### src/hdl/md5_pkg.sv
// Package with MD5 word types, round constants and helper functions.
package md5_pkg;

    typedef struct packed {
        logic [7:0] data_byte;
        logic       byte_valid;
        logic       end_of_message;
    } in_word_t;

    typedef struct packed {
        logic [63:0] digest_half;
        logic        last_half;
    } out_word_t;

    // Command from front to back: absorb a full block, or finish with a padded tail.
    typedef enum logic [1:0] {
        CMD_BLOCK = 2'b01,
        CMD_FINAL = 2'b10
    } cmd_kind_t;

    typedef struct packed {
        cmd_kind_t    kind;
        logic [511:0] block;
        logic [5:0]   tail_len;
        logic [60:0]  byte_count;
    } cmd_t;

    localparam logic [31:0] IV_A = 32'h67452301;
    localparam logic [31:0] IV_B = 32'hefcdab89;
    localparam logic [31:0] IV_C = 32'h98badcfe;
    localparam logic [31:0] IV_D = 32'h10325476;

    function automatic logic [31:0] sine_k(input logic [5:0] i);
        logic [31:0] k;
        case (i)
            6'd0: k = 32'hd76aa478;  6'd1: k = 32'he8c7b756;
            6'd2: k = 32'h242070db;  6'd3: k = 32'hc1bdceee;
            6'd4: k = 32'hf57c0faf;  6'd5: k = 32'h4787c62a;
            6'd6: k = 32'ha8304613;  6'd7: k = 32'hfd469501;
            6'd8: k = 32'h698098d8;  6'd9: k = 32'h8b44f7af;
            6'd10: k = 32'hffff5bb1; 6'd11: k = 32'h895cd7be;
            6'd12: k = 32'h6b901122; 6'd13: k = 32'hfd987193;
            6'd14: k = 32'ha679438e; 6'd15: k = 32'h49b40821;
            6'd16: k = 32'hf61e2562; 6'd17: k = 32'hc040b340;
            6'd18: k = 32'h265e5a51; 6'd19: k = 32'he9b6c7aa;
            6'd20: k = 32'hd62f105d; 6'd21: k = 32'h02441453;
            6'd22: k = 32'hd8a1e681; 6'd23: k = 32'he7d3fbc8;
            6'd24: k = 32'h21e1cde6; 6'd25: k = 32'hc33707d6;
            6'd26: k = 32'hf4d50d87; 6'd27: k = 32'h455a14ed;
            6'd28: k = 32'ha9e3e905; 6'd29: k = 32'hfcefa3f8;
            6'd30: k = 32'h676f02d9; 6'd31: k = 32'h8d2a4c8a;
            6'd32: k = 32'hfffa3942; 6'd33: k = 32'h8771f681;
            6'd34: k = 32'h6d9d6122; 6'd35: k = 32'hfde5380c;
            6'd36: k = 32'ha4beea44; 6'd37: k = 32'h4bdecfa9;
            6'd38: k = 32'hf6bb4b60; 6'd39: k = 32'hbebfbc70;
            6'd40: k = 32'h289b7ec6; 6'd41: k = 32'heaa127fa;
            6'd42: k = 32'hd4ef3085; 6'd43: k = 32'h04881d05;
            6'd44: k = 32'hd9d4d039; 6'd45: k = 32'he6db99e5;
            6'd46: k = 32'h1fa27cf8; 6'd47: k = 32'hc4ac5665;
            6'd48: k = 32'hf4292244; 6'd49: k = 32'h432aff97;
            6'd50: k = 32'hab9423a7; 6'd51: k = 32'hfc93a039;
            6'd52: k = 32'h655b59c3; 6'd53: k = 32'h8f0ccc92;
            6'd54: k = 32'hffeff47d; 6'd55: k = 32'h85845dd1;
            6'd56: k = 32'h6fa87e4f; 6'd57: k = 32'hfe2ce6e0;
            6'd58: k = 32'ha3014314; 6'd59: k = 32'h4e0811a1;
            6'd60: k = 32'hf7537e82; 6'd61: k = 32'hbd3af235;
            6'd62: k = 32'h2ad7d2bb; default: k = 32'heb86d391;
        endcase
        return k;
    endfunction

    function automatic logic [4:0] shift_amt(input logic [3:0] idx);
        logic [4:0] r;
        case (idx)
            4'd0: r = 5'd7;   4'd1: r = 5'd12;  4'd2: r = 5'd17;  4'd3: r = 5'd22;
            4'd4: r = 5'd5;   4'd5: r = 5'd9;   4'd6: r = 5'd14;  4'd7: r = 5'd20;
            4'd8: r = 5'd4;   4'd9: r = 5'd11;  4'd10: r = 5'd16; 4'd11: r = 5'd23;
            4'd12: r = 5'd6;  4'd13: r = 5'd10; 4'd14: r = 5'd15; default: r = 5'd21;
        endcase
        return r;
    endfunction

endpackage

### src/hdl/md5_queue.sv
// Two-entry command queue between collector and compression engine.
module md5_queue (
    input  logic          clk,
    input  logic          rst_n,
    input  md5_pkg::cmd_t wr_cmd,
    input  logic          wr_valid,
    output logic          wr_stall,
    output md5_pkg::cmd_t rd_cmd,
    output logic          rd_valid,
    input  logic          rd_stall
);

    md5_pkg::cmd_t mem_reg [2];
    logic       wptr_reg, rptr_reg;
    logic [1:0] cnt_reg;
    logic       push, pop;

    assign wr_stall = cnt_reg == 2'd2;
    assign rd_valid = cnt_reg != 2'd0;
    assign rd_cmd   = mem_reg[rptr_reg];
    assign push     = wr_valid && !wr_stall;
    assign pop      = rd_valid && !rd_stall;

    always_ff @(posedge clk or negedge rst_n)
    begin
        if (!rst_n)
        begin
            wptr_reg <= 1'b0;
            rptr_reg <= 1'b0;
            cnt_reg  <= '0;
        end
        else
        begin
            if (push)
                wptr_reg <= !wptr_reg;
            if (pop)
                rptr_reg <= !rptr_reg;
            cnt_reg <= cnt_reg + {1'b0, push} - {1'b0, pop};
        end
    end

    always_ff @(posedge clk)
    begin
        if (push)
            mem_reg[wptr_reg] <= wr_cmd;
    end

endmodule

### config.mk
export PLATFORM = sky130hd
export DESIGN_NAME = md5_queue
export DESIGN_NICKNAME = d
export VERILOG_FILES = /design/src/hdl/md5_pkg.sv /design/src/hdl/md5_queue.sv
export SDC_FILE = /design/constraint.sdc
export NUM_CORES = 1
export LEC_CHECK = 0
export BUFFER_PORTS_ARGS = -buffer_cell sky130_fd_sc_hd__buf_2
export CORE_AREA = 5 5 457 459
export CTS_BUF_LIST = sky130_fd_sc_hd__clkbuf_2
export CTS_CLUSTER_DIAMETER = 60
export DETAILED_ROUTE_END_ITERATION = 12
export DIE_AREA = 0 0 462 464
export PLACE_DENSITY = 0.37
export SLEW_MARGIN = 0
export SYNTH_ARGS = -nofsm -noshare
export SYNTH_HDL_FRONTEND = slang
export SYNTH_SLANG_ARGS = --single-unit
### constraint.sdc
create_clock -name clk -period 35.2 [get_ports clk]
set_input_delay 3.52 -clock clk [delete_from_list [all_inputs] [get_ports clk]]
set_output_delay 3.52 -clock clk [all_outputs]
set_load 0.1 [all_outputs]
==> summary.txt <==
Main combinational cell family by area after synthesis: multiplexers
CTS root buffer: clkbuf_2
Layout cells sized above 1: 65.44%
Die area: 0.2144 sq mm
Worst path buffer plus inverter count: 6
Yosys Warn Count: 0
Wirelength per Cell: 23.30 um
GRT Total Usage: 12.87%
Initial antenna violation count: 125
Hold crit path type: reg2reg
Hold Slack: 515.6 ps
Detailed-route via count: 23,644
Post-Synth Adder-Cell Area: 0.05906%
Core ar.: 0.2040 sq mm
Synth Area in Compound Gates: 0%
Fillers: 21,156
Dpl hpwl: 105,200 um
CP top delay family: buffers and inverters
DRC: 0
Io pins: 1,168
Setup-failing EPs final: 0
Largest net degree at the start of global routing: 148
Cell count after synthesis: 1,826
Critical Path AT: 7170 ps
H-tree depth: 5
Stages on worst setup path: 7
Met3 routed WL: 18,860 um
Max-Cap Viols: 0
Vias per Instance: 3.791
Synthesized-area fraction occupied by xor and xnor cells: 0.08269%
Number of cells on the worst hold path: 1
Cell area after synthesis: 0.04237 sq mm
Max Buffers Root-to-Sink: 4
Die Width: 462 um
Num rows: 166
Antenna Nets Post-Route: 0
Post-cts resize count: 0
Num CTS Buffers: 345
Number of hold violations in the final report: 0
Clk_lat worst skew: 1660 ps
Fmax: 93.51 MHz
RSZ-0062 raised after global routing: false
Avg Inst Size Synth: 23.20 sq um
Placed Cells: 5,640
Setup WS post-layout: 24,510 ps
Most common cell after layout, fill and taps aside: buf_2
Outcome: finished, final reports clean
Crit path cell chain: buf_4 > buf_4 > buf_4 > buf_4 > buf_4 > mux2_2 > buf_2
Routed wl met2: 71,080 um
Fin crit share: 30.38%
Yosys reg bits: 1,166
Req. time, crit path: 31,680 ps
Max-slew violations: 0
Max reg flops: 1,162
CP max FO: 62
Detailed Routing Iterations Pass 1: 5
GRT overflow: 0
Fin Clk Skew: 162.4 ps
Top sig layer: met5
Final layout net count: 3,886
Relative slew slack: 19.25%
Register area share after synthesis: 82.59%
Worst slew pin tran: 1211 ps
Synth cell types: 14
Vias in the first global route: 25,116
Clock Sinks: 1,166
CTS tree: built
GP Congestion: 0.7845
Die Ht: 464 um
Multiplexer area fraction after synthesis: 15.44%
Final min period: 10,690 ps
Clk slew on worst S/H paths: 90 ps
Port Buffers: 1,167
Worst Setup End Kind: output pin
Reg2Reg Depth: 9
Worst path max stage delay: 830 ps
Pre-CTS WS: 25,350 ps
Critical path class: reg2out
Met1 WL: 51,540 um
Syn nets: 2,413
Synth Area in Simple Gates: 0.07678%
Setup Buffers After CTS: 0
Critical path launch point type: register
Layout area overhead: 27.54%
Worst path slowest cell: dfrtp_4
Initial Utilization: 20.77%
Hold_buf cts: 0
Most used cell, CP: buf_4
DR iter-0 viols: 1,010
TNS Setup: 0 ps
Fin cells: 6,237
Most frequent cells in the layout: buf_2, edfxtp_1, mux2_2
Routed WL: 145,300 um
First-pass GRT wire length: 193,500 um
[synthesized netlist by cell type (all sizes together)]
cell | count | area share [%]
and3 | 1 | 0.015
buf | 65 | 1.7
dfrtp | 4 | 0.24
edfxtp | 1162 | 82
ha | 2 | 0.059
inv | 2 | 0.018
mux2 | 581 | 15
nand2 | 1 | 0.0089
nand2b | 1 | 0.015
nor2 | 1 | 0.0089
nor2b | 1 | 0.015
or2 | 1 | 0.015
xnor2 | 3 | 0.062
xor2 | 1 | 0.021
[per-stage QoR]
step                      cell area, sq um  utilization [%]
after detailed placement             51090            25.05
after global placement               51090            25.05
after floorplan                      42370                -
after global routing                 53990            26.47
final                                54040            26.49
after CTS                            53920            26.43
[logic make-up after synthesis]
| group | Yosys count |
|---|---|
| multiplexers | 581 |
| flip-flops | 1166 |
| adder cells (fa/ha/maj) | 2 |
| AND/OR/NAND/NOR | 6 |
| buffers and inverters | 67 |
| XOR/XNOR | 4 |
[worst paths after layout]
check / startpoint / end / slack [ps]
setup / recovery: rptr_reg / rd_cmd[205] / 24510
hold / removal: cnt_reg[0] / cnt_reg[0] / 520
setup reg to reg: cnt_reg[1] / mem_reg[0][534] / 28800
hold reg to reg: cnt_reg[0] / cnt_reg[0] / 520
max in group asynchronous: rst_n / cnt_reg[1] / 33250
min in group asynchronous: rst_n / rptr_reg / 1720
[per-layer routing]
| metal | vias to the layer above | global-route usage, % |
|---|---|---|
| met5 | - | 0 |
| met4 | 84 | 4.417 |
| met3 | 369 | 8.157 |
| met2 | 1203 | 21.54 |
| met1 | 11493 | 13.03 |
| li1 | 10495 | - |
[layout make-up]
cell class	instances	area, sq um	share of cell area (%)
repair buffers	1191	6071	11.23
multi-input cells	593	6648	12.30
diodes	48	120.1	0.2223
clock inverters	48	321.6	0.5951
well taps	2688	3363	6.224
inverters	2	7.507	0.01389
flip-flops and latches	1166	35000	64.77
clock buffers	501	2507	4.640
Power is not shown: default switching activity piles up to over one toggle a cycle in this logic, so the estimate is an artifact.
