<file path="src/hdl/md5_pkg.sv">
// Package with MD5 word types, round constants and helper functions.
package md5_pkg;

    typedef struct packed {
        logic [7:0] data_byte;
        logic       byte_valid;
        logic       end_of_message;
    } in_word_t;

    typedef struct packed {
        logic [63:0] digest_half;
        logic        last_half;
    } out_word_t;

    // Command from front to back: absorb a full block, or finish with a padded tail.
    typedef enum logic [1:0] {
        CMD_BLOCK = 2'b01,
        CMD_FINAL = 2'b10
    } cmd_kind_t;

    typedef struct packed {
        cmd_kind_t    kind;
        logic [511:0] block;
        logic [5:0]   tail_len;
        logic [60:0]  byte_count;
    } cmd_t;

    localparam logic [31:0] IV_A = 32'h67452301;
    localparam logic [31:0] IV_B = 32'hefcdab89;
    localparam logic [31:0] IV_C = 32'h98badcfe;
    localparam logic [31:0] IV_D = 32'h10325476;

    function automatic logic [31:0] sine_k(input logic [5:0] i);
        logic [31:0] k;
        case (i)
            6'd0: k = 32'hd76aa478;  6'd1: k = 32'he8c7b756;
            6'd2: k = 32'h242070db;  6'd3: k = 32'hc1bdceee;
            6'd4: k = 32'hf57c0faf;  6'd5: k = 32'h4787c62a;
            6'd6: k = 32'ha8304613;  6'd7: k = 32'hfd469501;
            6'd8: k = 32'h698098d8;  6'd9: k = 32'h8b44f7af;
            6'd10: k = 32'hffff5bb1; 6'd11: k = 32'h895cd7be;
            6'd12: k = 32'h6b901122; 6'd13: k = 32'hfd987193;
            6'd14: k = 32'ha679438e; 6'd15: k = 32'h49b40821;
            6'd16: k = 32'hf61e2562; 6'd17: k = 32'hc040b340;
            6'd18: k = 32'h265e5a51; 6'd19: k = 32'he9b6c7aa;
            6'd20: k = 32'hd62f105d; 6'd21: k = 32'h02441453;
            6'd22: k = 32'hd8a1e681; 6'd23: k = 32'he7d3fbc8;
            6'd24: k = 32'h21e1cde6; 6'd25: k = 32'hc33707d6;
            6'd26: k = 32'hf4d50d87; 6'd27: k = 32'h455a14ed;
            6'd28: k = 32'ha9e3e905; 6'd29: k = 32'hfcefa3f8;
            6'd30: k = 32'h676f02d9; 6'd31: k = 32'h8d2a4c8a;
            6'd32: k = 32'hfffa3942; 6'd33: k = 32'h8771f681;
            6'd34: k = 32'h6d9d6122; 6'd35: k = 32'hfde5380c;
            6'd36: k = 32'ha4beea44; 6'd37: k = 32'h4bdecfa9;
            6'd38: k = 32'hf6bb4b60; 6'd39: k = 32'hbebfbc70;
            6'd40: k = 32'h289b7ec6; 6'd41: k = 32'heaa127fa;
            6'd42: k = 32'hd4ef3085; 6'd43: k = 32'h04881d05;
            6'd44: k = 32'hd9d4d039; 6'd45: k = 32'he6db99e5;
            6'd46: k = 32'h1fa27cf8; 6'd47: k = 32'hc4ac5665;
            6'd48: k = 32'hf4292244; 6'd49: k = 32'h432aff97;
            6'd50: k = 32'hab9423a7; 6'd51: k = 32'hfc93a039;
            6'd52: k = 32'h655b59c3; 6'd53: k = 32'h8f0ccc92;
            6'd54: k = 32'hffeff47d; 6'd55: k = 32'h85845dd1;
            6'd56: k = 32'h6fa87e4f; 6'd57: k = 32'hfe2ce6e0;
            6'd58: k = 32'ha3014314; 6'd59: k = 32'h4e0811a1;
            6'd60: k = 32'hf7537e82; 6'd61: k = 32'hbd3af235;
            6'd62: k = 32'h2ad7d2bb; default: k = 32'heb86d391;
        endcase
        return k;
    endfunction

    function automatic logic [4:0] shift_amt(input logic [3:0] idx);
        logic [4:0] r;
        case (idx)
            4'd0: r = 5'd7;   4'd1: r = 5'd12;  4'd2: r = 5'd17;  4'd3: r = 5'd22;
            4'd4: r = 5'd5;   4'd5: r = 5'd9;   4'd6: r = 5'd14;  4'd7: r = 5'd20;
            4'd8: r = 5'd4;   4'd9: r = 5'd11;  4'd10: r = 5'd16; 4'd11: r = 5'd23;
            4'd12: r = 5'd6;  4'd13: r = 5'd10; 4'd14: r = 5'd15; default: r = 5'd21;
        endcase
        return r;
    endfunction

endpackage

</file>
<file path="src/hdl/md5_engine.sv">
// Compression engine: one MD5 round per cycle, padding and digest output.
module md5_engine (
    input  logic              clk,
    input  logic              rst_n,
    input  md5_pkg::cmd_t     cmd,
    input  logic              cmd_valid,
    output logic              cmd_stall,
    output md5_pkg::out_word_t out_word,
    output logic              out_valid,
    input  logic              out_stall
);

    typedef enum logic [4:0] {
        S_IDLE  = 5'b00001,
        S_ROUND = 5'b00010,
        S_ADD   = 5'b00100,
        S_OUT0  = 5'b01000,
        S_OUT1  = 5'b10000
    } state_t;

    state_t      state_reg, state_next;
    logic [511:0] blk_reg, blk_next;
    logic [31:0] h_reg [4];
    logic [31:0] h_next [4];
    logic [31:0] a_reg, b_reg, c_reg, d_reg;
    logic [31:0] a_next, b_next, c_next, d_next;
    logic [5:0]  rnd_reg, rnd_next;
    logic        fin_reg, fin_next;   // final block of message
    logic        spill_reg, spill_next; // second padded block still owed
    logic [60:0] cnt_reg, cnt_next;
    logic        take;

    logic [31:0] f, sum, rot, w;
    logic [3:0]  g;
    logic [4:0]  r;
    logic [1:0]  ph;
    logic [511:0] pad, lenblk;

    assign take      = state_reg == S_IDLE && cmd_valid;
    assign cmd_stall = !(state_reg == S_IDLE);
    assign out_valid = state_reg == S_OUT0 || state_reg == S_OUT1;
    assign out_word  = state_reg == S_OUT1 ? {h_reg[3], h_reg[2], 1'b1}
                                           : {h_reg[1], h_reg[0], 1'b0};

    assign ph = rnd_reg[5:4];
    always_comb
    begin
        case (ph)
            2'd0:
            begin
                f = (b_reg & c_reg) | (~b_reg & d_reg);
                g = rnd_reg[3:0];
            end
            2'd1:
            begin
                f = (b_reg & d_reg) | (c_reg & ~d_reg);
                g = 4'(5 * rnd_reg + 1);
            end
            2'd2:
            begin
                f = b_reg ^ c_reg ^ d_reg;
                g = 4'(3 * rnd_reg + 5);
            end
            default:
            begin
                f = c_reg ^ (b_reg | ~d_reg);
                g = 4'(7 * rnd_reg);
            end
        endcase
        r   = md5_pkg::shift_amt({ph, rnd_reg[1:0]});
        w   = blk_reg[{g, 5'b00000} +: 32];
        sum = a_reg + f + w + md5_pkg::sine_k(rnd_reg);
        rot = (sum << r) | (sum >> (6'd32 - {1'b0, r}));
    end

    // padded tail: 0x80 after tail bytes, zeros above
    always_comb
    begin
        pad = '0;
        for (int i = 0; i < 64; i++)
        begin
            if (i < cmd.tail_len)
                pad[i*8 +: 8] = cmd.block[i*8 +: 8];
            else if (i == cmd.tail_len)
                pad[i*8 +: 8] = 8'h80;
        end
        lenblk = '0;
        lenblk[511:448] = {cnt_reg, 3'b000};
    end

    always_comb
    begin
        state_next = state_reg;
        blk_next   = blk_reg;
        rnd_next   = rnd_reg;
        fin_next   = fin_reg;
        spill_next = spill_reg;
        cnt_next   = cnt_reg;
        a_next = a_reg; b_next = b_reg; c_next = c_reg; d_next = d_reg;
        for (int i = 0; i < 4; i++)
            h_next[i] = h_reg[i];
        case (state_reg)
            S_IDLE:
            begin
                if (take)
                begin
                    rnd_next   = '0;
                    a_next = h_reg[0]; b_next = h_reg[1];
                    c_next = h_reg[2]; d_next = h_reg[3];
                    state_next = S_ROUND;
                    if (cmd.kind == md5_pkg::CMD_FINAL)
                    begin
                        cnt_next = cmd.byte_count;
                        if (cmd.tail_len >= 6'd56)
                        begin
                            blk_next   = pad;
                            fin_next   = 1'b0;
                            spill_next = 1'b1;
                        end
                        else
                        begin
                            blk_next = pad;
                            blk_next[511:448] = {cmd.byte_count, 3'b000};
                            fin_next   = 1'b1;
                            spill_next = 1'b0;
                        end
                    end
                    else
                    begin
                        blk_next   = cmd.block;
                        fin_next   = 1'b0;
                        spill_next = 1'b0;
                    end
                end
            end
            S_ROUND:
            begin
                a_next = d_reg;
                b_next = b_reg + rot;
                c_next = b_reg;
                d_next = c_reg;
                rnd_next = rnd_reg + 6'd1;
                if (rnd_reg == 6'd63)
                    state_next = S_ADD;
            end
            S_ADD:
            begin
                h_next[0] = h_reg[0] + a_reg;
                h_next[1] = h_reg[1] + b_reg;
                h_next[2] = h_reg[2] + c_reg;
                h_next[3] = h_reg[3] + d_reg;
                if (spill_reg)
                begin
                    blk_next   = lenblk;
                    spill_next = 1'b0;
                    fin_next   = 1'b1;
                    rnd_next   = '0;
                    a_next = h_next[0]; b_next = h_next[1];
                    c_next = h_next[2]; d_next = h_next[3];
                    state_next = S_ROUND;
                end
                else if (fin_reg)
                    state_next = S_OUT0;
                else
                    state_next = S_IDLE;
            end
            S_OUT0:
            begin
                if (!out_stall)
                    state_next = S_OUT1;
            end
            S_OUT1:
            begin
                if (!out_stall)
                begin
                    h_next[0] = md5_pkg::IV_A; h_next[1] = md5_pkg::IV_B;
                    h_next[2] = md5_pkg::IV_C; h_next[3] = md5_pkg::IV_D;
                    state_next = S_IDLE;
                end
            end
            default:
                state_next = S_IDLE;
        endcase
    end

    always_ff @(posedge clk or negedge rst_n)
    begin
        if (!rst_n)
        begin
            state_reg <= S_IDLE;
            rnd_reg   <= '0;
            fin_reg   <= 1'b0;
            spill_reg <= 1'b0;
            h_reg[0] <= md5_pkg::IV_A; h_reg[1] <= md5_pkg::IV_B;
            h_reg[2] <= md5_pkg::IV_C; h_reg[3] <= md5_pkg::IV_D;
        end
        else
        begin
            state_reg <= state_next;
            rnd_reg   <= rnd_next;
            fin_reg   <= fin_next;
            spill_reg <= spill_next;
            for (int i = 0; i < 4; i++)
                h_reg[i] <= h_next[i];
        end
    end

    always_ff @(posedge clk)
    begin
        blk_reg <= blk_next;
        cnt_reg <= cnt_next;
        a_reg <= a_next; b_reg <= b_next; c_reg <= c_next; d_reg <= d_next;
    end

endmodule

</file>
<file path="config.mk">
export PLATFORM = sky130hd
export DESIGN_NAME = md5_engine
export DESIGN_NICKNAME = d
export VERILOG_FILES = /design/src/hdl/md5_pkg.sv /design/src/hdl/md5_engine.sv
export SDC_FILE = /design/constraint.sdc
export NUM_CORES = 2
export LEC_CHECK = 0
export BUFFER_PORTS_ARGS = -buffer_cell sky130_fd_sc_hd__buf_2
export CAP_MARGIN = 20
export CELL_PAD_IN_SITES_DETAIL_PLACEMENT = 0
export CELL_PAD_IN_SITES_GLOBAL_PLACEMENT = 1
export CORE_MARGIN = 2
export CORE_UTILIZATION = 43
export CTS_BUF_LIST = sky130_fd_sc_hd__clkbuf_8
export CTS_CLUSTER_SIZE = 24
export DETAILED_ROUTE_END_ITERATION = 6
export PLACE_DENSITY_LB_ADDON = 0.1
export SLEW_MARGIN = 20
export SYNTH_ARGS = -nofsm -noshare
export SYNTH_HDL_FRONTEND = slang
export SYNTH_SLANG_ARGS = --single-unit
</file>
<file path="constraint.sdc">
create_clock -name clk -period 30.3 [get_ports clk]
set_clock_uncertainty 0.05 [all_clocks]
set_input_delay 6.06 -clock clk [delete_from_list [all_inputs] [get_ports clk]]
set_output_delay 6.06 -clock clk [all_outputs]
set_load 0.05 [all_outputs]
</file>
==> impl_results.md <==
* Arrival @ worst endpoint at 14200 ps
* DRT antenna net count at 0
* Drt pass-1 iters at 6
* DPL Wire Length at 199000 um
* Sequential area share after synthesis at 42.6%
* Routability cong. at 0.970
* Top Ports at 652
* Root Driver: clkbuf_8
* Clock Tree Buf Depth at 3
* Buffers on Ports at 651
* Most frequent CP cell: a21oi_1
* Initial core utilization at 43.4%
* Die H at 371 um
* Crit Path Max Fanout at 74
* Total grt overflow at 0
* CP max stage cell: ha_1
* Initial antenna violation count at 50
* TritonCTS buffer count at 154
* DRC viols at 0
* Setup bufs post-CTS at 0
* Asr flop ratio synth at 16.7%
* Worst-Margin Slew at 1170 ps
* Fin crit share at 45.0%
* Share of cells above drive strength 1 at 16.2%
* Maxcap violations at 0
* Synth area leader: edfxtp_1
* Cts hold-fix bufs at 0
* Status: completed
* Synth cell count leaders: nand2_1, edfxtp_1, a21oi_1
* Area Growth Syn to Fin at 14.0%
* Worst rel slew slack at 21.7%
* FP Rows at 134
* Clk_lat worst skew at 950 ps
* Die W at 371 um
* Final Hold Viols at 0
* Drt via density at 6.07
* Crit end category: register
* CP startpoint kind: register
* Tmin final at 13630 ps
* Yosys top cell area share at 36.3%
* Final slew viol count at 0
* RSZ-0062 raised after global routing: false
* CTS sink count at 842
* Critical path's top delay family: compound AO/OA/AOI/OAI gates
* CTS tree: yes
* Hold path start: h_reg[63]$_DFFE_PN1P_
* Routed len/inst at 30.2 um
* Gr usage total at 37.0%
* Fin Setup TNS at 0 ps
* HP Class: reg -> reg
* Worst flop-to-flop path startpoint: rnd_reg[0]$_DFFE_PN0P_
* Top-count cell post-synth: nand2_1
* CP bufs+invs at 4
* H-tree depth at 4
* Wirelength, routed at 260000 um
* Fmax at 73.4 MHz
* Vias post-DR at 52.4k
* Number of unique standard cell types used by synthesis at 85
* Nets at 7583
* Finished Core Util at 49.4%
* Yosys warns at 0
* Largest net degree at the start of global routing at 167
* Crit path kind: reg -> reg
* Synthesized instance count at 6184
* Via count of the first global-routing pass at 50.0k
* Post-synth EDFFs at 701
* Top post-synthesis cells by area: edfxtp_1, a21oi_1, nand2_1, ha_1, mux2i_1
* Initial DRC Count at 5573
* Mapped Area at 57900 sq um
* CP Data Required Time at 30880 ps
* Synthesized flop and latch total at 842
* Post-synthesis area per instance at 9.37 sq um
* Setup violators final at 0
* Clock transition at path regs at 60 ps
* Core area at 134000 sq um
* Global-route wire length before repair at 366000 um
* Die Area at 138000 sq um
* Number of flip-flops under the largest register name at 512
* Post-CTS sizing at 0
* Top_reg_cell synth: edfxtp_1
* Syn Nets at 7056
* Crit path largest cell delay at 990 ps
* Critical path origin: rnd_reg[0]$_DFFE_PN0P_
## final cells by class
cell class	count	area (sq um)
fillers	12719	67600
multi-input cells	4812	31400
flip-flops and latches	842	24700
repair buffers	755	4090
clock buffers	167	2300
well taps	1768	2210
clock inverters	120	758
inverters	146	548
diodes	15	37.5
## cells in the final DEF, fill, tap and decap left out, types with 106 or more instances in the layout
| cell | count |
|---|---|
| clkbuf_8 | 167 |
| and3_1 | 108 |
| nor2_1 | 479 |
| edfxtp_1 | 701 |
| a21oi_1 | 587 |
| a21o_1 | 123 |
| nand2_1 | 767 |
| buf_2 | 650 |
| nor2b_1 | 156 |
| a22oi_1 | 111 |
| o21ai_0 | 289 |
| inv_1 | 194 |
| ha_1 | 216 |
| and2_1 | 332 |
| a211oi_1 | 260 |
| nor3_1 | 106 |
| xnor2_1 | 132 |
| mux2i_1 | 215 |
## worst paths after layout
kind                                       endpoint  cells after the start  slack, ps
max                             b_reg[28]$_DFFE_PP_                     40      16670
min                           h_reg[63]$_DFFE_PN1P_                      2        450
max reg2reg                     b_reg[28]$_DFFE_PP_                     40      16670
min reg2reg                   h_reg[63]$_DFFE_PN1P_                      2        450
max in group asynchronous     h_reg[56]$_DFFE_PN0P_                      3      23120
min in group asynchronous  state_reg[1]$_DFFE_PN0P_                      1       5160
## worst reg2reg max path, delay by kind of cell (launching register included)
kind	cells	cell delay, ps
AOI/OAI and AO/OA	24	5950
adders and majority gates	7	3260
buffers and inverters	4	2310
muxes	2	790
xor gates and xnor gates	2	400
DFF	1	350
and+or+nand+nor	1	220
## routing by layer
| layer | global-route usage, % | share of wire, % | up-vias |
|---|---|---|---|
| met5 | 0 | 0.097 | - |
| met4 | 14.8 | 4.4 | 38 |
| met3 | 6.33 | 7.4 | 450 |
| met2 | 62.9 | 49 | 2422 |
| met1 | 46.7 | 39 | 25580 |
| li1 | - | - | 23905 |
## cell families after synthesis
group	Yosys count	share of synthesized area [%]
adder cells (fa/ha/maj)	287	7.12
XOR/XNOR	217	3.33
buffers and inverters	530	3.48
AND/OR/NAND/NOR	2179	17.9
multiplexers	246	4.47
AO/OA/AOI/OAI	1883	21.1
flip-flops	842	42.6
## through the flow
step / worst slack, ps / area (sq um) / hold slack, ps / instances
CTS: 16720 / 66000 / 455 / 8610
global route: 15800 / 66000 / 480 / 8619
floorplan: 433 / 57900 / 423 / 6184
detailed placement: 16760 / 62900 / 447 / 8323
finish: 16670 / 66000 / 452 / 8625
global placement: 17020 / 62900 / 441 / 8322
Power is left out: the tool's default activity adds up to more than one toggle a clock period on the data nets, which glitch-free logic cannot reach.
